===== src/rtl/core/time_ordered_event_queue_macros.svh =====
// Assertion macros used by the event queue top module.
`ifndef TIME_ORDERED_EVENT_QUEUE_MACROS_SVH
`define TIME_ORDERED_EVENT_QUEUE_MACROS_SVH

// The consequent must hold in the same cycle as the antecedent.
`define TOEQ_ASSERT_SAME(lbl, ante, cons, msg) \
  lbl: assert property (@(posedge clk) disable iff (!rst_n) (ante) |-> (cons)) \
    else $error(msg);

// The consequent must hold in the cycle after the antecedent.
`define TOEQ_ASSERT_NEXT(lbl, ante, cons, msg) \
  lbl: assert property (@(posedge clk) disable iff (!rst_n) (ante) |=> (cons)) \
    else $error(msg);

`endif


===== src/rtl/core/toeq_pkg.sv =====
package toeq_pkg;

  localparam int QUEUE_DEPTH = 16;
  localparam int TIME_BITS   = 31;
  localparam int ID_BITS     = 8;
  localparam int KIND_BITS   = 2;
  localparam int CNT_BITS    = $clog2(QUEUE_DEPTH + 1);
  localparam int ERR_BITS    = 2;
  localparam int OP_BITS     = 3;

  localparam logic CMD_INSERT = 1'b0;
  localparam logic CMD_POP    = 1'b1;

  localparam logic [ERR_BITS-1:0] ERR_OK    = 2'd0;
  localparam logic [ERR_BITS-1:0] ERR_FULL  = 2'd1;
  localparam logic [ERR_BITS-1:0] ERR_EMPTY = 2'd2;

  localparam logic [OP_BITS-1:0] OP_NONE      = 3'd0;
  localparam logic [OP_BITS-1:0] OP_INSERT    = 3'd1;
  localparam logic [OP_BITS-1:0] OP_POP       = 3'd2;
  localparam logic [OP_BITS-1:0] OP_DROP_FULL = 3'd3;
  localparam logic [OP_BITS-1:0] OP_POP_EMPTY = 3'd4;

  typedef struct packed {
    logic [TIME_BITS-1:0] ev_time;
    logic [ID_BITS-1:0]   ev_id;
    logic [KIND_BITS-1:0] ev_kind;
  } entry_t;

  typedef struct packed {
    logic               capture;
    logic [OP_BITS-1:0] op;
  } dp_ctrl_t;

  typedef struct packed {
    logic is_pop;
    logic full;
    logic empty;
  } dp_status_t;

endpackage


===== src/rtl/core/time_ordered_event_queue.sv =====
// Channel   Handshake            Ports
// input     start & !busy        in_cmd, in_event_time, in_proc_id, in_transition
// result    out_valid (1 cycle)  out_pop_valid, out_time, out_proc_id, out_transition,
//                                out_head_valid, out_head_time, out_occupancy,
//                                out_error_code
//
// Each item takes two cycles: one to capture it and one for the parallel
// compare-and-shift over all queue slots, after which the result is shown.
// busy is high during the shift cycle, and a new item may be taken in the
// cycle that shows the previous result, so one item completes every two cycles.
// Synchronous reset empties the queue; slot contents are not cleared.
// The receiver cannot stall, so nothing holds the result stage.
module time_ordered_event_queue (
  input  logic                              clk,
  input  logic                              rst_n,
  input  logic                              start,
  output logic                              busy,
  input  logic                              in_cmd,
  input  logic [toeq_pkg::TIME_BITS-1:0]    in_event_time,
  input  logic [toeq_pkg::ID_BITS-1:0]      in_proc_id,
  input  logic [toeq_pkg::KIND_BITS-1:0]    in_transition,
  output logic                              out_valid,
  output logic                              out_pop_valid,
  output logic [toeq_pkg::TIME_BITS-1:0]    out_time,
  output logic [toeq_pkg::ID_BITS-1:0]      out_proc_id,
  output logic [toeq_pkg::KIND_BITS-1:0]    out_transition,
  output logic                              out_head_valid,
  output logic [toeq_pkg::TIME_BITS-1:0]    out_head_time,
  output logic [toeq_pkg::CNT_BITS-1:0]     out_occupancy,
  output logic [toeq_pkg::ERR_BITS-1:0]     out_error_code
);
  import toeq_pkg::*;
`include "time_ordered_event_queue_macros.svh"

  dp_ctrl_t   ctrl;
  dp_status_t status;

  toeq_ctrl u_ctrl (
    .clk       (clk),
    .rst_n     (rst_n),
    .start     (start),
    .busy      (busy),
    .status    (status),
    .ctrl      (ctrl),
    .out_valid (out_valid)
  );

  toeq_datapath u_datapath (
    .clk            (clk),
    .rst_n          (rst_n),
    .ctrl           (ctrl),
    .status         (status),
    .in_cmd         (in_cmd),
    .in_event_time  (in_event_time),
    .in_proc_id     (in_proc_id),
    .in_transition  (in_transition),
    .out_pop_valid  (out_pop_valid),
    .out_time       (out_time),
    .out_proc_id    (out_proc_id),
    .out_transition (out_transition),
    .out_head_valid (out_head_valid),
    .out_head_time  (out_head_time),
    .out_occupancy  (out_occupancy),
    .out_error_code (out_error_code)
  );

  `TOEQ_ASSERT_NEXT(a_accept_then_busy, start && !busy, busy && !out_valid, "accepted item did not start work")
  `TOEQ_ASSERT_NEXT(a_busy_then_result, busy, out_valid && !busy, "work cycle gave no result")
  `TOEQ_ASSERT_SAME(a_occ_bound, out_valid, out_occupancy <= CNT_BITS'(QUEUE_DEPTH), "occupancy beyond depth")
  `TOEQ_ASSERT_SAME(a_full_drop, out_valid && (out_error_code == ERR_FULL), !out_pop_valid && (out_occupancy == CNT_BITS'(QUEUE_DEPTH)), "dropped insert while not full")
  `TOEQ_ASSERT_SAME(a_pop_ok, out_valid && out_pop_valid, (out_error_code == ERR_OK) && (out_head_valid == (out_occupancy != '0)), "pop result inconsistent")

endmodule


===== src/rtl/core/toeq_ctrl.sv =====
module toeq_ctrl (
  input  logic                clk,
  input  logic                rst_n,
  input  logic                start,
  output logic                busy,
  input  toeq_pkg::dp_status_t status,
  output toeq_pkg::dp_ctrl_t  ctrl,
  output logic                out_valid
);
  import toeq_pkg::*;

  localparam logic S_IDLE = 1'b0;
  localparam logic S_EXEC = 1'b1;

  logic state_r;
  logic state_nxt;
  logic out_valid_r;
  logic out_valid_nxt;

  always_comb begin
    state_nxt     = state_r;
    out_valid_nxt = 1'b0;
    ctrl.capture  = 1'b0;
    ctrl.op       = OP_NONE;
    unique case (state_r)
      S_IDLE: begin
        if (start) begin
          ctrl.capture = 1'b1;
          state_nxt    = S_EXEC;
        end
      end
      S_EXEC: begin
        out_valid_nxt = 1'b1;
        state_nxt     = S_IDLE;
        if (status.is_pop) begin
          ctrl.op = status.empty ? OP_POP_EMPTY : OP_POP;
        end else begin
          ctrl.op = status.full ? OP_DROP_FULL : OP_INSERT;
        end
      end
      default: state_nxt = S_IDLE;
    endcase
  end

  always_ff @(posedge clk) begin
    if (!rst_n) begin
      state_r     <= S_IDLE;
      out_valid_r <= 1'b0;
    end else begin
      state_r     <= state_nxt;
      out_valid_r <= out_valid_nxt;
    end
  end

  assign busy      = (state_r == S_EXEC);
  assign out_valid = out_valid_r;

endmodule


===== src/rtl/core/toeq_datapath.sv =====
module toeq_datapath (
  input  logic                              clk,
  input  logic                              rst_n,
  input  toeq_pkg::dp_ctrl_t                ctrl,
  output toeq_pkg::dp_status_t              status,
  input  logic                              in_cmd,
  input  logic [toeq_pkg::TIME_BITS-1:0]    in_event_time,
  input  logic [toeq_pkg::ID_BITS-1:0]      in_proc_id,
  input  logic [toeq_pkg::KIND_BITS-1:0]    in_transition,
  output logic                              out_pop_valid,
  output logic [toeq_pkg::TIME_BITS-1:0]    out_time,
  output logic [toeq_pkg::ID_BITS-1:0]      out_proc_id,
  output logic [toeq_pkg::KIND_BITS-1:0]    out_transition,
  output logic                              out_head_valid,
  output logic [toeq_pkg::TIME_BITS-1:0]    out_head_time,
  output logic [toeq_pkg::CNT_BITS-1:0]     out_occupancy,
  output logic [toeq_pkg::ERR_BITS-1:0]     out_error_code
);
  import toeq_pkg::*;

  logic                 cmd_r;
  entry_t               req_r;
  entry_t               entries_r   [QUEUE_DEPTH];
  entry_t               entries_nxt [QUEUE_DEPTH];
  logic [CNT_BITS-1:0]  count_r;
  logic [CNT_BITS-1:0]  count_nxt;
  logic [QUEUE_DEPTH-1:0] after_slot;
  logic                 update;

  logic                 pop_valid_r, pop_valid_nxt;
  entry_t               popped_r, popped_nxt;
  logic                 head_valid_r;
  logic [TIME_BITS-1:0] head_time_r;
  logic [ERR_BITS-1:0]  err_r, err_nxt;

  assign status.is_pop = (cmd_r == CMD_POP);
  assign status.full   = (count_r == CNT_BITS'(QUEUE_DEPTH));
  assign status.empty  = (count_r == '0);

  // A new event goes after every stored event with an equal or earlier time;
  // since the entries are sorted, these slots form a prefix.
  always_comb begin
    for (int i = 0; i < QUEUE_DEPTH; i++) begin
      after_slot[i] = (CNT_BITS'(i) < count_r) && (req_r.ev_time >= entries_r[i].ev_time);
    end
  end

  always_comb begin
    for (int i = 0; i < QUEUE_DEPTH; i++) begin
      entries_nxt[i] = entries_r[i];
    end
    count_nxt     = count_r;
    update        = 1'b0;
    pop_valid_nxt = 1'b0;
    popped_nxt    = '0;
    err_nxt       = ERR_OK;
    unique case (ctrl.op)
      OP_INSERT: begin
        update    = 1'b1;
        count_nxt = count_r + 1'b1;
        if (!after_slot[0]) begin
          entries_nxt[0] = req_r;
        end
        for (int i = 1; i < QUEUE_DEPTH; i++) begin
          if (!after_slot[i]) begin
            if (after_slot[i-1]) begin
              entries_nxt[i] = req_r;
            end else begin
              entries_nxt[i] = entries_r[i-1];
            end
          end
        end
      end
      OP_POP: begin
        update        = 1'b1;
        count_nxt     = count_r - 1'b1;
        pop_valid_nxt = 1'b1;
        popped_nxt    = entries_r[0];
        for (int i = 0; i < QUEUE_DEPTH - 1; i++) begin
          entries_nxt[i] = entries_r[i+1];
        end
      end
      OP_DROP_FULL: err_nxt = ERR_FULL;
      OP_POP_EMPTY: err_nxt = ERR_EMPTY;
      default: ;
    endcase
  end

  always_ff @(posedge clk) begin
    if (ctrl.capture) begin
      cmd_r         <= in_cmd;
      req_r.ev_time <= in_event_time;
      req_r.ev_id   <= in_proc_id;
      req_r.ev_kind <= in_transition;
    end
    if (update) begin
      for (int i = 0; i < QUEUE_DEPTH; i++) begin
        entries_r[i] <= entries_nxt[i];
      end
    end
    if (ctrl.op != OP_NONE) begin
      pop_valid_r  <= pop_valid_nxt;
      popped_r     <= popped_nxt;
      err_r        <= err_nxt;
      head_valid_r <= (count_nxt != '0);
      head_time_r  <= (count_nxt != '0) ? entries_nxt[0].ev_time : '0;
    end
  end

  always_ff @(posedge clk) begin
    if (!rst_n) begin
      count_r <= '0;
    end else begin
      count_r <= count_nxt;
    end
  end

  assign out_pop_valid  = pop_valid_r;
  assign out_time       = popped_r.ev_time;
  assign out_proc_id    = popped_r.ev_id;
  assign out_transition = popped_r.ev_kind;
  assign out_head_valid = head_valid_r;
  assign out_head_time  = head_time_r;
  assign out_occupancy  = count_r;
  assign out_error_code = err_r;

endmodule


===== config.mk =====
export PLATFORM = sky130hd
export DESIGN_NAME = time_ordered_event_queue
export DESIGN_NICKNAME = d
export VERILOG_FILES = /design/src/rtl/core/toeq_pkg.sv /design/src/rtl/core/time_ordered_event_queue.sv /design/src/rtl/core/toeq_ctrl.sv /design/src/rtl/core/toeq_datapath.sv
export VERILOG_INCLUDE_DIRS = /design/src /design/src/rtl/core
export SDC_FILE = /design/constraint.sdc
export NUM_CORES = 2
export LEC_CHECK = 0
export BUFFER_PORTS_ARGS = -buffer_cell sky130_fd_sc_hd__buf_2
export CAP_MARGIN = 20
export CORE_ASPECT_RATIO = 2
export CORE_MARGIN = 2
export CORE_UTILIZATION = 62
export CTS_CLUSTER_SIZE = 24
export DETAILED_ROUTE_END_ITERATION = 8
export PLACE_DENSITY_LB_ADDON = 0.25
export REMOVE_ABC_BUFFERS = 1
export SLEW_MARGIN = 15
export SYNTH_ARGS = -nofsm -noshare
export SYNTH_HDL_FRONTEND = slang
export SYNTH_SLANG_ARGS = --single-unit

===== constraint.sdc =====
create_clock -name clk -period 8.7 [get_ports clk]
set_input_delay 1.74 -clock clk [delete_from_list [all_inputs] [get_ports clk]]
set_output_delay 1.74 -clock clk [all_outputs]
set_load 0.02 [all_outputs]

* Word-level counts from Yosys, hierarchy flattened
Memories as Yosys holds them, arrays and structs flattened.
Cells that the tools add are included.
** Word-level totals
- Register bits after elaboration :: 125
- Latch bits :: 0
- Bits in writable memories :: 656
- Memory bits (read-only) :: 0
- Bits of input ports :: 45
- Output and inout bits :: 83
- Memories kept :: 1
** Operators by class
- Add/subtract/negate cells :: 2
- Multipliers :: 0
- Divide/modulo/power cells :: 0
- $lt $le $gt $ge :: 32
- Eq/ne operators :: 5
- Shift-type cells :: 0
- Multiplexer cells :: 47
- Bitwise logic cells :: 1
- Reduce and logical (&&, ||, !) cells :: 20
** Memory list
- u_datapath.entries_r :: words 16, width 41, rd ports 16, clocked after memory_dff 0, wr ports 16, line toeq_datapath.sv:23 : entry_t entries_r [QUEUE_DEPTH];
** Operators by type and width (number)
- $mux 41 :: 32
- $pmux 615 s2 :: 1
- $ge 31x31->1 :: 16
- $lt 4x5->1 const A :: 8
- $lt 3x5->1 const A :: 4
- $logic_and 1x1->1 :: 16
- $lt 1x5->1 const A :: 2
- $lt 2x5->1 const A :: 2
- $pmux 5 s2 :: 1
- $mux 3 :: 3
- $mux 1 :: 7
- $eq 3x2->1 const B :: 2
- $add 5x1->5 const B :: 1
- $eq 5x5->1 const B :: 1
- $logic_not 5->1 :: 1
- $reduce_bool 5->1 :: 1
- $sub 5x1->5 const B :: 1
- $pmux 2 s2 :: 1
- $eq 3x1->1 const B :: 1
- $eq 3x3->1 const B :: 1
- $reduce_bool 3->1 :: 1
- $mux 2 :: 1
- $pmux 1 s2 :: 1
- $reduce_or 2->1 :: 1
- $not 1->1 :: 1

* Longest topological paths before layout
- Depth in word-level cells :: 9
- Gate-level depth with buffers :: 14
- Depth with buffers taken out :: 10

* Cells and area by module
From an unflattened synthesis, not the netlist that was laid out.
** Second synthesis, totals
- Cell total of the unflattened synthesis :: 4564
- Area, all modules :: 48300.1 µm²
** Modules (own cells, without submodules)
- toeq_datapath :: times used 1, cells each 4553, area each 48185.0 µm²
- toeq_ctrl :: times used 1, cells each 11, area each 115.1 µm²

* Worst setup path after synthesis
No wires, ideal clock.
- Path type :: register to register
- Start point :: register u_datapath.req_r[10] (netlist name)
- End point :: memory u_datapath.entries_r[0][246] (netlist name) (enable)
- Arrival time :: 5.408 ns
- Path slack :: 2.796 ns
- Stages on the path, launching flop included :: 13
- Path buffers :: 3
- Path through :: edfxtp_1 -> clkbuf_1 -> inv_1 -> ha_1 -> nor2b_1 -> o21ai_0 -> a211o_1 -> a21oi_1 -> o21ai_0 -> a311o_1 -> buf_2 -> buf_2 -> o21ai_0
** RTL lines (line)
- end, declared :: toeq_datapath.sv:23

==> results.sh <==
export IMPL_crit_chain="inv_1, ha_1, nand2b_1, a31oi_1, o21ai_0, a211o_1, a31oi_1, a211o_2, buf_4, nand3_1, o221ai_1"
export IMPL_clkSinkCount=781
export IMPL_grt_max_degree=163
export IMPL_antenna_found_initial=5
export IMPL_required_ns=9.22
export IMPL_postCtsSetupBuffers=0
export IMPL_port_buffers=127
export IMPL_yosysUniqueCellTypes=72
export IMPL_critPathLaunchType="flip-flop"
export IMPL_vias=40600
export IMPL_setup_viol=0
export IMPL_slowest_delay_ns=0.77
export IMPL_clock_root_buffer="clkbuf_16"
export IMPL_finalHoldViolCount=0
export IMPL_routed_wl_mm=171
export IMPL_die_x_um=204
export IMPL_core_um2=79300
export IMPL_grt_pass1_wl_mm=249
export IMPL_grt_overflow=0
export IMPL_clkLatencyLatePin_ns=0.71
export IMPL_cts_resized=0
export IMPL_utilization_pct=67.8
export IMPL_grt_usage_pct=41.1
export IMPL_outcome="complete, no violations"
export IMPL_place_inst=5592
export IMPL_first_pass_iters=8
export IMPL_power_leakage_nw=20.9
export IMPL_hp_class="flip-flop to flip-flop"
export IMPL_start_util_pct=62.6
export IMPL_drc_errors=0
export IMPL_fp_dieArea_um2=82400
export IMPL_cts_max_level=3
export IMPL_syn_area_per_cell_um2=10.6
export IMPL_fmax_mhz=187
export IMPL_m1WireLength_mm=54.7
export IMPL_num_io_pins=128
export IMPL_yosysSeqAreaShare_pct=47.1
export IMPL_ctsHoldBuffers=0
export IMPL_cts_buffers=73
export IMPL_top_layer="met5"
export IMPL_cp_arrival_ns=5.87
export IMPL_vdd_drop_max_uv=280
export IMPL_final_cell_mix="774 x edfxtp_1, 501 x inv_1, 499 x ha_1"
export IMPL_endpoint_kind="flip-flop"
export IMPL_clockBufferDepth=3
export IMPL_synth_flop_cell="edfxtp_1"
export IMPL_dp_hpwl_mm=116
export IMPL_routed_wl_met2_mm=83.9
export IMPL_final_cells=5731
export IMPL_fp_row_count=146
export IMPL_cts_tree="built"
export IMPL_synth_cells=4659
export IMPL_wl_met3_mm=13.9
export IMPL_drt_vias_per_instance=7.09
export IMPL_power_density_nw_per_um2=171
export IMPL_finalCritPeriodShare_pct=61.5
export IMPL_async_reset_ff_share_pct=0
export IMPL_worstSetupPathType="flip-flop to flip-flop"
export IMPL_relSlewSlack_pct=21.3
export IMPL_skew_ns=0.0343
export IMPL_finalNetCount=5178
export IMPL_final_common_cell="edfxtp_1"
export IMPL_grt_pass1_vias=41200
export IMPL_routabilityCongestion=0.966
export IMPL_drive_above_1_share_pct=9.64
export IMPL_crit_family="compound AO/OA/AOI/OAI gates"
export IMPL_rsz0062_at_grt="false"
export IMPL_syn2layout_area_growth_pct=8.36
export IMPL_die_h_um=404
export IMPL_drv_slew=0
export IMPL_yosys_warnings=0
export IMPL_drtIter0Drc=4419
export IMPL_clkTransAtPathRegs_ns=0.07
export IMPL_wire_per_inst_um=29.8
export IMPL_crit_slowest_cell="buf_4"
export IMPL_path_common_cell="a31oi_1"
export IMPL_worstMarginPinSlew_ns=1.18
export IMPL_ant_nets=0
export IMPL_finalCriticalPeriod_ns=5.35
export IMPL_synth_area_um2=49600
export IMPL_path_max_fanout=82
export IMPL_synth_edf_count=774
export IMPL_synth_seq_cells=781
export IMPL_crit_buf_inv=2
export IMPL_drv_cap=0
==> registers in the layout, summed over array words and instances, names as in the netlist <==
name,flops
u_datapath.entries_r,656
u_datapath.req_r,41
u_datapath.out_head_time,31
u_datapath.out_time,31
u_datapath.out_proc_id,8
u_datapath.out_occupancy,5
u_datapath.out_error_code,2
u_datapath.out_transition,2
u_ctrl.busy,1
u_ctrl.out_valid,1
u_datapath.cmd_r,1
u_datapath.out_head_valid,1
u_datapath.out_pop_valid,1
==> cell families after synthesis <==
family,synth area share (%)
compound gates,17.0
simple gates,9.00
buf+inv,6.70
flops,47.1
fa+ha+maj,12.6
mux,7.57
xor+xnor,0.0353
==> final cells by class <==
cell class	instances	area, um2
antenna	4	10.0
clock buffer	93	1960
clock inverter	39	533
fill	6146	25500
inverter	506	1900
multi-input combinational	3047	23200
sequential	781	23400
tap	1036	1300
timing repair buffer	225	1430
==> cell usage after synthesis (4+ instances only) <==
cell type	instances	area, um2
a2111oi_0	4	35.0
a211o_1	76	666
a211oi_1	18	135
a21o_1	116	871
a21oi_1	195	976
a22o_1	12	105
a31oi_1	15	93.8
a32o_1	11	110
and2_1	22	138
and3_1	16	100
and4_1	8	70.1
buf_1	21	78.8
buf_2	99	495
buf_6	4	45.0
buf_8	4	60.1
clkbuf_1	195	732
dfxtp_1	7	140
edfxtp_1	774	23200
ha_1	499	6240
inv_1	502	1880
mux2_2	42	473
mux2i_1	328	3280
nand2_1	309	1160
nand2b_1	9	56.3
nand3_1	176	881
nand4_1	121	757
nor2_1	115	432
nor2b_1	29	181
nor3_1	52	260
nor4_1	6	37.5
o2111ai_1	5	43.8
o211ai_1	56	420
o21a_1	46	345
o21ai_0	212	1060
o21ai_1	10	50.1
o221ai_1	122	1070
o22ai_1	282	1760
o311ai_0	36	315
o311ai_1	7	61.3
or2_1	4	25.0
or2_2	30	188
or3_1	13	81.3
==> worst register-to-register path, cell delays in order (launching register included) <==
cell	delay (ns)
edfxtp_1	0.57
inv_1	0.72
ha_1	0.38
nand2b_1	0.13
a31oi_1	0.15
o21ai_0	0.14
a211o_1	0.45
a31oi_1	0.71
a211o_2	0.26
buf_4	0.77
nand3_1	0.68
o221ai_1	0.22
==> final timing paths <==
kind                            slack (ns)  cells past startpoint                            to                  startpoint
worst max-delay path                  3.35                     11  u_datapath.entries_r[1][134]        u_datapath.req_r[10]
worst min-delay path                  0.56                      1  u_datapath.out_transition[0]  u_datapath.entries_r[0][0]
worst max register to register        3.35                     11  u_datapath.entries_r[1][134]        u_datapath.req_r[10]
worst min register to register        0.56                      1  u_datapath.out_transition[0]  u_datapath.entries_r[0][0]
==> metal layers <==
layer,vias up,track usage (%)
met5,-,0
met2,2550,69.7
met1,19500,42.6
met3,915,7.83
li1,17600,-
met4,6,37.7
==> metrics by stage <==
step           TNS (ns)  setup WS [ns]  hold WS (ns)  instance area, um2  power (mW)
6_report              0           3.35         0.562               53800        9.22
5_1_grt               0           3.33         0.595               53700        9.43
4_1_cts               0           3.66         0.566               53700        9.16
3_5_place_dp          0           3.67         0.539               51200        5.74
3_3_place_gp          0           3.79         0.541               51200        5.70
2_1_floorplan  -5642.12          -8.44         0.518               48200        5.26
==> power by group <==
part           total (mW)  switching [mW]  internal (mW)
Combinational        1.30           0.905          0.398
Clock                3.50            1.54           1.96
Sequential           4.41          0.0951           4.32
(Power assumes the default switching activity.)
